## src/rtl/assert_macros.svh

```systemverilog
// Assertion macros used by the frame parser top level.
`ifndef ASSERT_MACROS_SVH
`define ASSERT_MACROS_SVH

// Same-cycle implication, sampled on clk, off during rst.
`define ASSERT_NOW(label, ante, cons, msg) \
  label: assert property (@(posedge clk) disable iff (rst) (ante) |-> (cons)) else $error(msg);

// Next-cycle implication, sampled on clk, off during rst.
`define ASSERT_NEXT(label, ante, cons, msg) \
  label: assert property (@(posedge clk) disable iff (rst) (ante) |=> (cons)) else $error(msg);

`endif

```

## src/rtl/sofp_pkg.sv

```systemverilog
// Package: types and constants of the frame parser.
package sofp_pkg;

  localparam int MAX_PAYLOAD_DEF = 255;
  localparam logic [7:0] START_BYTE_RST = 8'hAA;

  localparam int PADDR_W = 3;
  localparam int PDATA_W = 32;
  localparam logic REG_START_BYTE = 1'b0;

  localparam logic OP_FEED = 1'b0;
  localparam logic OP_READ = 1'b1;

  typedef logic [7:0] byte_t;

  typedef enum logic [1:0] {
    PH_HUNT = 2'd0,
    PH_LEN  = 2'd1,
    PH_PAY  = 2'd2,
    PH_SUM  = 2'd3
  } phase_t;

endpackage

```

## src/rtl/sofp_stream_if.sv

```systemverilog
// Interfaces: input item channel and result channel of the frame parser.
interface sofp_stream_if;
  logic             valid;
  logic             ready;
  logic             operation;
  sofp_pkg::byte_t  data_byte;
  sofp_pkg::byte_t  read_index;

  modport source (output valid, operation, data_byte, read_index, input ready);
  modport sink (input valid, operation, data_byte, read_index, output ready);
endinterface

interface sofp_result_if;
  logic             valid;
  logic             ready;
  logic             frame_good;
  logic             checksum_error;
  sofp_pkg::byte_t  frame_length;
  sofp_pkg::byte_t  error_count;
  sofp_pkg::byte_t  read_data;
  logic [1:0]       parser_phase;

  modport source (output valid, frame_good, checksum_error, frame_length, error_count,
                  read_data, parser_phase, input ready);
  modport sink (input valid, frame_good, checksum_error, frame_length, error_count,
                read_data, parser_phase, output ready);
endinterface

```

## src/rtl/sof_length_checksum_frame_parser.sv

```systemverilog
// Frame parser top level: parser state, payload memory, result pipeline.
// An accepted transaction is registered in the read stage, then in the output register.
// Throughput: one transaction per cycle while the result is not stalled; the payload memory does one write or one read.
// A stalled result is held in the output register while one more transaction is buffered.
// Reset (rst, synchronous): parser hunts, counters and sums clear, start byte is 0xAA.
// Payload entries read as zero until written; per-entry valid bits clear at reset.
`include "assert_macros.svh"

module sof_length_checksum_frame_parser #(
  parameter int MAX_PAYLOAD = sofp_pkg::MAX_PAYLOAD_DEF
) (
  input  logic                          clk,
  input  logic                          rst,
  sofp_stream_if.sink                   stream,
  sofp_result_if.source                 result,
  input  logic                          psel,
  input  logic                          penable,
  input  logic                          pwrite,
  input  logic [sofp_pkg::PADDR_W-1:0]  paddr,
  input  logic [sofp_pkg::PDATA_W-1:0]  pwdata,
  output logic [sofp_pkg::PDATA_W-1:0]  prdata,
  output logic                          pready
);

  localparam int AW = (MAX_PAYLOAD > 1) ? $clog2(MAX_PAYLOAD) : 1;
  localparam logic [7:0] MAX_B = 8'(MAX_PAYLOAD);

  sofp_pkg::byte_t  start_byte;
  sofp_pkg::phase_t phase, phase_next;
  sofp_pkg::byte_t  length_reg, length_reg_next;
  sofp_pkg::byte_t  received_count, received_count_next;
  sofp_pkg::byte_t  running_sum, running_sum_next;
  sofp_pkg::byte_t  error_counter, error_counter_next;
  logic             good_next, bad_next, wr_en;

  sofp_pkg::byte_t  payload_mem [MAX_PAYLOAD];
  logic [MAX_PAYLOAD-1:0] payload_vld;
  sofp_pkg::byte_t  mem_q;

  logic             p1_valid, p1_is_read, p1_hit, p1_good, p1_bad;
  sofp_pkg::byte_t  p1_length, p1_err;
  sofp_pkg::phase_t p1_phase;

  logic             accept, is_feed, advance, rd_in_range;
  logic [AW-1:0]    wr_addr, rd_addr;

  // Configuration port
  assign pready = 1'b1;
  assign prdata = (paddr[2] == sofp_pkg::REG_START_BYTE) ?
                  sofp_pkg::PDATA_W'(start_byte) : '0;

  always_ff @(posedge clk) begin
    if (rst) begin
      start_byte <= sofp_pkg::START_BYTE_RST;
    end else if (psel && penable && pwrite && pready
                 && paddr[2] == sofp_pkg::REG_START_BYTE) begin
      start_byte <= pwdata[7:0];
    end
  end

  // Handshake
  assign advance      = p1_valid && (!result.valid || result.ready);
  assign stream.ready = !p1_valid || advance;
  assign accept       = stream.valid && stream.ready;
  assign is_feed      = stream.operation == sofp_pkg::OP_FEED;
  assign rd_in_range  = stream.read_index < MAX_B;
  assign wr_addr      = received_count[AW-1:0];
  assign rd_addr      = stream.read_index[AW-1:0];

  // Parser next state
  always_comb begin
    phase_next          = phase;
    length_reg_next     = length_reg;
    received_count_next = received_count;
    running_sum_next    = running_sum;
    error_counter_next  = error_counter;
    good_next           = 1'b0;
    bad_next            = 1'b0;
    wr_en               = 1'b0;
    if (accept && is_feed) begin
      unique case (phase)
        sofp_pkg::PH_HUNT: begin
          if (stream.data_byte == start_byte) begin
            running_sum_next = stream.data_byte;
            phase_next       = sofp_pkg::PH_LEN;
          end
        end
        sofp_pkg::PH_LEN: begin
          length_reg_next     = stream.data_byte;
          received_count_next = '0;
          running_sum_next    = 8'(running_sum + stream.data_byte);
          phase_next          = (stream.data_byte == 8'd0) ? sofp_pkg::PH_SUM
                                                           : sofp_pkg::PH_PAY;
        end
        sofp_pkg::PH_PAY: begin
          wr_en               = received_count < MAX_B;
          received_count_next = 8'(received_count + 8'd1);
          running_sum_next    = 8'(running_sum + stream.data_byte);
          phase_next          = (received_count_next == length_reg) ? sofp_pkg::PH_SUM
                                                                    : sofp_pkg::PH_PAY;
        end
        sofp_pkg::PH_SUM: begin
          if (running_sum == stream.data_byte) begin
            good_next = 1'b1;
          end else begin
            bad_next           = 1'b1;
            error_counter_next = 8'(error_counter + 8'd1);
          end
          phase_next = sofp_pkg::PH_HUNT;
        end
        default: phase_next = sofp_pkg::PH_HUNT;
      endcase
    end
  end

  always_ff @(posedge clk) begin
    if (rst) begin
      phase          <= sofp_pkg::PH_HUNT;
      length_reg     <= '0;
      received_count <= '0;
      running_sum    <= '0;
      error_counter  <= '0;
    end else begin
      phase          <= phase_next;
      length_reg     <= length_reg_next;
      received_count <= received_count_next;
      running_sum    <= running_sum_next;
      error_counter  <= error_counter_next;
    end
  end

  // Payload memory
  always_ff @(posedge clk) begin
    if (wr_en) begin
      payload_mem[wr_addr] <= stream.data_byte;
    end
    if (accept && !is_feed) begin
      mem_q <= payload_mem[rd_addr];
    end
  end

  always_ff @(posedge clk) begin
    if (rst) begin
      payload_vld <= '0;
    end else if (wr_en) begin
      payload_vld[wr_addr] <= 1'b1;
    end
  end

  // Read stage
  always_ff @(posedge clk) begin
    if (rst) begin
      p1_valid <= 1'b0;
    end else if (accept) begin
      p1_valid <= 1'b1;
    end else if (advance) begin
      p1_valid <= 1'b0;
    end
  end

  always_ff @(posedge clk) begin
    if (accept) begin
      p1_is_read <= !is_feed;
      p1_hit     <= rd_in_range && payload_vld[rd_addr];
      p1_good    <= good_next;
      p1_bad     <= bad_next;
      p1_length  <= length_reg_next;
      p1_err     <= error_counter_next;
      p1_phase   <= phase_next;
    end
  end

  // Output register
  always_ff @(posedge clk) begin
    if (rst) begin
      result.valid <= 1'b0;
    end else if (advance) begin
      result.valid <= 1'b1;
    end else if (result.ready) begin
      result.valid <= 1'b0;
    end
  end

  always_ff @(posedge clk) begin
    if (advance) begin
      result.frame_good     <= p1_good;
      result.checksum_error <= p1_bad;
      result.frame_length   <= p1_length;
      result.error_count    <= p1_err;
      result.read_data      <= (p1_is_read && p1_hit) ? mem_q : 8'd0;
      result.parser_phase   <= p1_phase;
    end
  end

  `ASSERT_NOW(a_flags_excl, p1_valid, !(p1_good && p1_bad), "good and error both set")
  `ASSERT_NOW(a_read_no_flags, p1_valid && p1_is_read, !p1_good && !p1_bad,
              "read transaction carries a checksum flag")
  `ASSERT_NOW(a_flag_hunts, p1_valid && (p1_good || p1_bad), p1_phase == sofp_pkg::PH_HUNT,
              "checksum byte did not return parser to hunt")
  `ASSERT_NEXT(a_err_incr, accept && is_feed && phase == sofp_pkg::PH_SUM
               && running_sum != stream.data_byte,
               error_counter == 8'($past(error_counter) + 8'd1),
               "error counter did not advance on mismatch")

endmodule
```

## src/flat_wrapper.sv

```systemverilog
// flat-port wrapper written by rule: the top's interface ports become plain ports
module sof_length_checksum_frame_parser_flat 
#(
  parameter int MAX_PAYLOAD = sofp_pkg::MAX_PAYLOAD_DEF
)
  (clk, rst, psel, penable, pwrite, paddr, pwdata, prdata, pready, stream_valid, stream_operation, stream_data_byte, stream_read_index, stream_ready, result_valid, result_frame_good, result_checksum_error, result_frame_length, result_error_count, result_read_data, result_parser_phase, result_ready);
  sofp_stream_if stream_i ();
  sofp_result_if result_i ();
  input  logic clk;
  input  logic rst;
  input  logic psel;
  input  logic penable;
  input  logic pwrite;
  input  logic [sofp_pkg::PADDR_W-1:0] paddr;
  input  logic [sofp_pkg::PDATA_W-1:0] pwdata;
  output logic [sofp_pkg::PDATA_W-1:0] prdata;
  output logic pready;
  input wire logic [$bits(stream_i.valid)-1:0] stream_valid;
  input wire logic [$bits(stream_i.operation)-1:0] stream_operation;
  input wire logic [$bits(stream_i.data_byte)-1:0] stream_data_byte;
  input wire logic [$bits(stream_i.read_index)-1:0] stream_read_index;
  output wire logic [$bits(stream_i.ready)-1:0] stream_ready;
  output wire logic [$bits(result_i.valid)-1:0] result_valid;
  output wire logic [$bits(result_i.frame_good)-1:0] result_frame_good;
  output wire logic [$bits(result_i.checksum_error)-1:0] result_checksum_error;
  output wire logic [$bits(result_i.frame_length)-1:0] result_frame_length;
  output wire logic [$bits(result_i.error_count)-1:0] result_error_count;
  output wire logic [$bits(result_i.read_data)-1:0] result_read_data;
  output wire logic [$bits(result_i.parser_phase)-1:0] result_parser_phase;
  input wire logic [$bits(result_i.ready)-1:0] result_ready;
  assign stream_i.valid = stream_valid;
  assign stream_i.operation = stream_operation;
  assign stream_i.data_byte = stream_data_byte;
  assign stream_i.read_index = stream_read_index;
  assign stream_ready = stream_i.ready;
  assign result_valid = result_i.valid;
  assign result_frame_good = result_i.frame_good;
  assign result_checksum_error = result_i.checksum_error;
  assign result_frame_length = result_i.frame_length;
  assign result_error_count = result_i.error_count;
  assign result_read_data = result_i.read_data;
  assign result_parser_phase = result_i.parser_phase;
  assign result_i.ready = result_ready;
  sof_length_checksum_frame_parser #(.MAX_PAYLOAD(MAX_PAYLOAD)) u_core (.clk(clk), .rst(rst), .stream(stream_i), .result(result_i), .psel(psel), .penable(penable), .pwrite(pwrite), .paddr(paddr), .pwdata(pwdata), .prdata(prdata), .pready(pready));
endmodule
```

## config.mk

```make
export PLATFORM = sky130hd
export DESIGN_NAME = sof_length_checksum_frame_parser_flat
export DESIGN_NICKNAME = d
export VERILOG_FILES = /design/src/rtl/sofp_pkg.sv /design/src/rtl/sofp_stream_if.sv /design/src/rtl/sof_length_checksum_frame_parser.sv /design/src/flat_wrapper.sv
export VERILOG_INCLUDE_DIRS = /design/src /design/src/rtl
export SDC_FILE = /design/constraint.sdc
export NUM_CORES = 2
export LEC_CHECK = 0
export ABC_CLOCK_PERIOD_IN_PS = 3770
export BUFFER_PORTS_ARGS = -buffer_cell sky130_fd_sc_hd__clkbuf_2
export CAP_MARGIN = 20
export CORE_MARGIN = 10
export CORE_UTILIZATION = 45
export CTS_BUF_LIST = sky130_fd_sc_hd__clkbuf_8
export CTS_CLUSTER_SIZE = 14
export DETAILED_ROUTE_END_ITERATION = 6
export PLACE_DENSITY = 0.57
export REMOVE_ABC_BUFFERS = 1
export SETUP_SLACK_MARGIN = 0.3
export SLEW_MARGIN = 20
export SYNTH_ARGS = -nofsm -noshare
export SYNTH_HDL_FRONTEND = slang
export SYNTH_SLANG_ARGS = --single-unit
```

## constraint.sdc

```tcl
create_clock -name clk -period 3.77 [get_ports clk]
set_input_delay 0.377 -clock clk [delete_from_list [all_inputs] [get_ports clk]]
set_output_delay 0.377 -clock clk [all_outputs]
set_load 0.05 [all_outputs]
```

==> results.json <==
{
  "outcome": "finished, final reports clean",
  "crit_path_max_incr_delay_ps": 530,
  "port_buffers": 70,
  "wl_per_cell_um": 30.9,
  "crit_arrival_ps": 4100,
  "period_share_pct": 89.5,
  "fin_crit_ps": 3370,
  "ir_drop_mv": 0.349,
  "grt_pass1_wl_um": 393000,
  "timing.setup.tns_ps": 0,
  "regMostFlops": "u_core.payload_mem",
  "dieWidth_um": 475,
  "grt_max_degree": 181,
  "yosysUniqueCellTypes": 87,
  "crit_fanout": 10,
  "clock_path_buffers": 4,
  "cts-htree-levels": 5,
  "reg2reg_setup_slack_ps": 400,
  "finalClockSkew_ps": 107,
  "insertion_delay_ps": 1110,
  "cpMostUsedCell": "buf_4",
  "powerDensity_nw_per_um2": 495,
  "finalPower_uw": 53800,
  "clock-sinks": 2397,
  "largest_reg_flops": 2040,
  "cts_tree": "yes",
  "placeableCoreArea_um2": 207000,
  "antenna_left": 0,
  "rows": 167,
  "crit_slowest_cell": "nor2_1",
  "start_util_pct": 45.1,
  "synth_seq_area_share_pct": 74.0,
  "route.detailed.drc": 0,
  "cts_buffers": 405,
  "totalWireLength_um": 276000,
  "clk_pin_slew_ps": 60,
  "vias": 52600,
  "async_flop_share_pct": 0,
  "end_kind": "flip-flop",
  "finalSetupViolCount": 0,
  "die_h_um": 475,
  "relSlewSlack_pct": 27.9,
  "hpwl_um": 179000,
  "hold_viol_final": 0,
  "hold_class": "in -> reg",
  "rsz0062_at_grt": "true",
  "grt_usage_pct": 24.3,
  "layout-drive-gt1-share_pct": 28.6,
  "area_growth_pct": 16.6,
  "dieArea_um2": 226000,
  "postSynthAreaPerCell_um2": 18.4,
  "io_pins": 122,
  "crit_type": "reg -> reg",
  "worst_pin_slew_ps": 1080,
  "netlist_area_um2": 93200,
  "maxCapViolCount": 0,
  "synth-edff-count": 2098,
  "yosysWarnings": 0,
  "synth_seq_cells": 2397,
  "timing.final.max_slew_violations": 0,
  "reg.largest.list": "u_core.payload_mem (2040), u_core.payload_vld (255)",
  "antenna_found_initial": 11,
  "ys.flop_type": "edfxtp_1",
  "viasPerCell": 5.88,
  "globalRoute.totalOverflow": 0,
  "fmax_mhz": 297,
  "critPathRequiredTime_ps": 4500,
  "cts-root-buf": "clkbuf_8",
  "firstDrtPassIters": 6,
  "globalplace.congestion": 0.859,
  "dp_cells": 8163,
  "p_leak_uw": 0.0370,
  "worstPathCellList": "inv_1, ha_1, nand4_1, nor3b_1, buf_4, nand2_1, nor2_1, buf_4",
  "fin_cells": 8945,
  "hold_ws_ps": 129,
  "cp-start-kind": "flip-flop",
  "initialDrtViolationCount": 6143,
  "final_nets": 5986,
  "synthCells": 5065,
  "grt_pass1_vias": 52300
}
## what timing repair did
action                     4_1_cts  5_1_grt
setup buffers                    0        0
setup endpoints to repair       11      182
hold buffers                    44        0
gates resized for setup          2       21
hold endpoints to repair       484        0
gates cloned                     0        0
## critical path, delay by kind of cell (launching register included)
family                   cells  cell delay, ps
adder cells (fa/ha/maj)      1             430
buffers and inverters        3             580
flip-flops                   1             340
AND/OR/NAND/NOR              4            1670
## placed cells by master, fill, tap and decap left out, types with 11 or more instances in the layout
cell           instances
edfxtp_1            2098
nor2_1               631
buf_4                580
mux4_2               481
clkbuf_8             462
dfxtp_1              299
mux2i_1              218
inv_1                180
nand2_1              117
o21a_1                96
a22oi_1               93
a21oi_1               92
o21ai_0               59
clkinv_1              57
clkbuf_2              56
clkinv_2              47
buf_12                47
dlygate4sd3_1         44
a221oi_1              37
o22ai_1               36
a211oi_1              35
nand3_1               34
o221ai_1              28
nor2b_1               26
and2_1                25
conb_1                25
mux2_2                23
xnor2_1               22
nor2_2                20
nand2_2               19
nor3_1                17
ha_1                  16
a31oi_1               13
nor4_1                12
and3_1                12
nand4_1               11
xor2_1                11
## per-stage QoR
step | worst slack (ps) | util [%] | area [µm²]
final | 398 | 52.6 | 109000
after floorplan | 145 | - | 91300
after global placement | 19.9 | 48.7 | 101000
after global routing | 278 | 52.6 | 109000
after CTS | 271 | 52.6 | 109000
after detailed placement | 78.2 | 48.7 | 101000
## power by group
group / internal [µW] / switching (µW) / total [µW]
Combinational: 1030 / 2010 / 3040
Sequential: 28900 / 28.2 / 28900
Clock: 11600 / 10300 / 21900
## cell type report
class                   count  area, µm²
diodes                      2       5.00
clock buffers             457       6290
clock inverters           279       1340
fillers                 16700      98000
inverters                  20       81.3
multi-input cells        2348      22400
flip-flops and latches   2397      69000
well taps                2704       3380
repair buffers            738       6170
## cells by family (layout without fill, tap and decap cells)
kind of cell | after synthesis | in the layout | share of synthesized area (%)
buffers and inverters | 343 | 1494 | 2.21
adder cells (fa/ha/maj) | 17 | 17 | 0.236
AO/OA/AOI/OAI | 565 | 565 | 4.28
XOR/XNOR | 33 | 33 | 0.310
multiplexers | 732 | 732 | 14.5
flip-flops | 2397 | 2397 | 74.0
other | 2 | 27 | 0.00805
AND/OR/NAND/NOR | 976 | 976 | 4.44
## layer usage
layer,vias to the layer above,wire [µm],GRT usage [%]
met5,-,39,0
met4,2,9670,8.54
met3,423,24300,4.93
met2,2611,128000,37.3
met1,27600,114000,34.6
li1,22000,-,-
## cell usage after synthesis (all sizes together), types with 39 or more instances
master | count | area share (%)
clkbuf | 129 | 0.53
o21a | 96 | 0.77
dfxtp | 299 | 6.4
a21oi | 92 | 0.49
mux4 | 491 | 12
buf | 194 | 1.6
o21ai | 62 | 0.33
edfxtp | 2098 | 68
nand2 | 136 | 0.55
nor2 | 652 | 2.6
a221oi | 39 | 0.38
a22oi | 93 | 0.75
mux2i | 218 | 2.3
## path summary, 6_finish.rpt
check,startpoint,to,depth (start not counted)
max,u_core.phase[0]$_SDFF_PP0_,u_core.payload_mem[186][3]$_DFFE_PP_,8
min,stream_read_index[6],u_core.p1_hit$_DFFE_PP_,3
max reg2reg,u_core.phase[0]$_SDFF_PP0_,u_core.payload_mem[186][3]$_DFFE_PP_,8
min reg2reg,u_core.p1_err[1]$_DFFE_PP_,u_core.result.error_count[1]$_DFFE_PP_,0
Note: power is estimated with default switching activity, not from simulation.
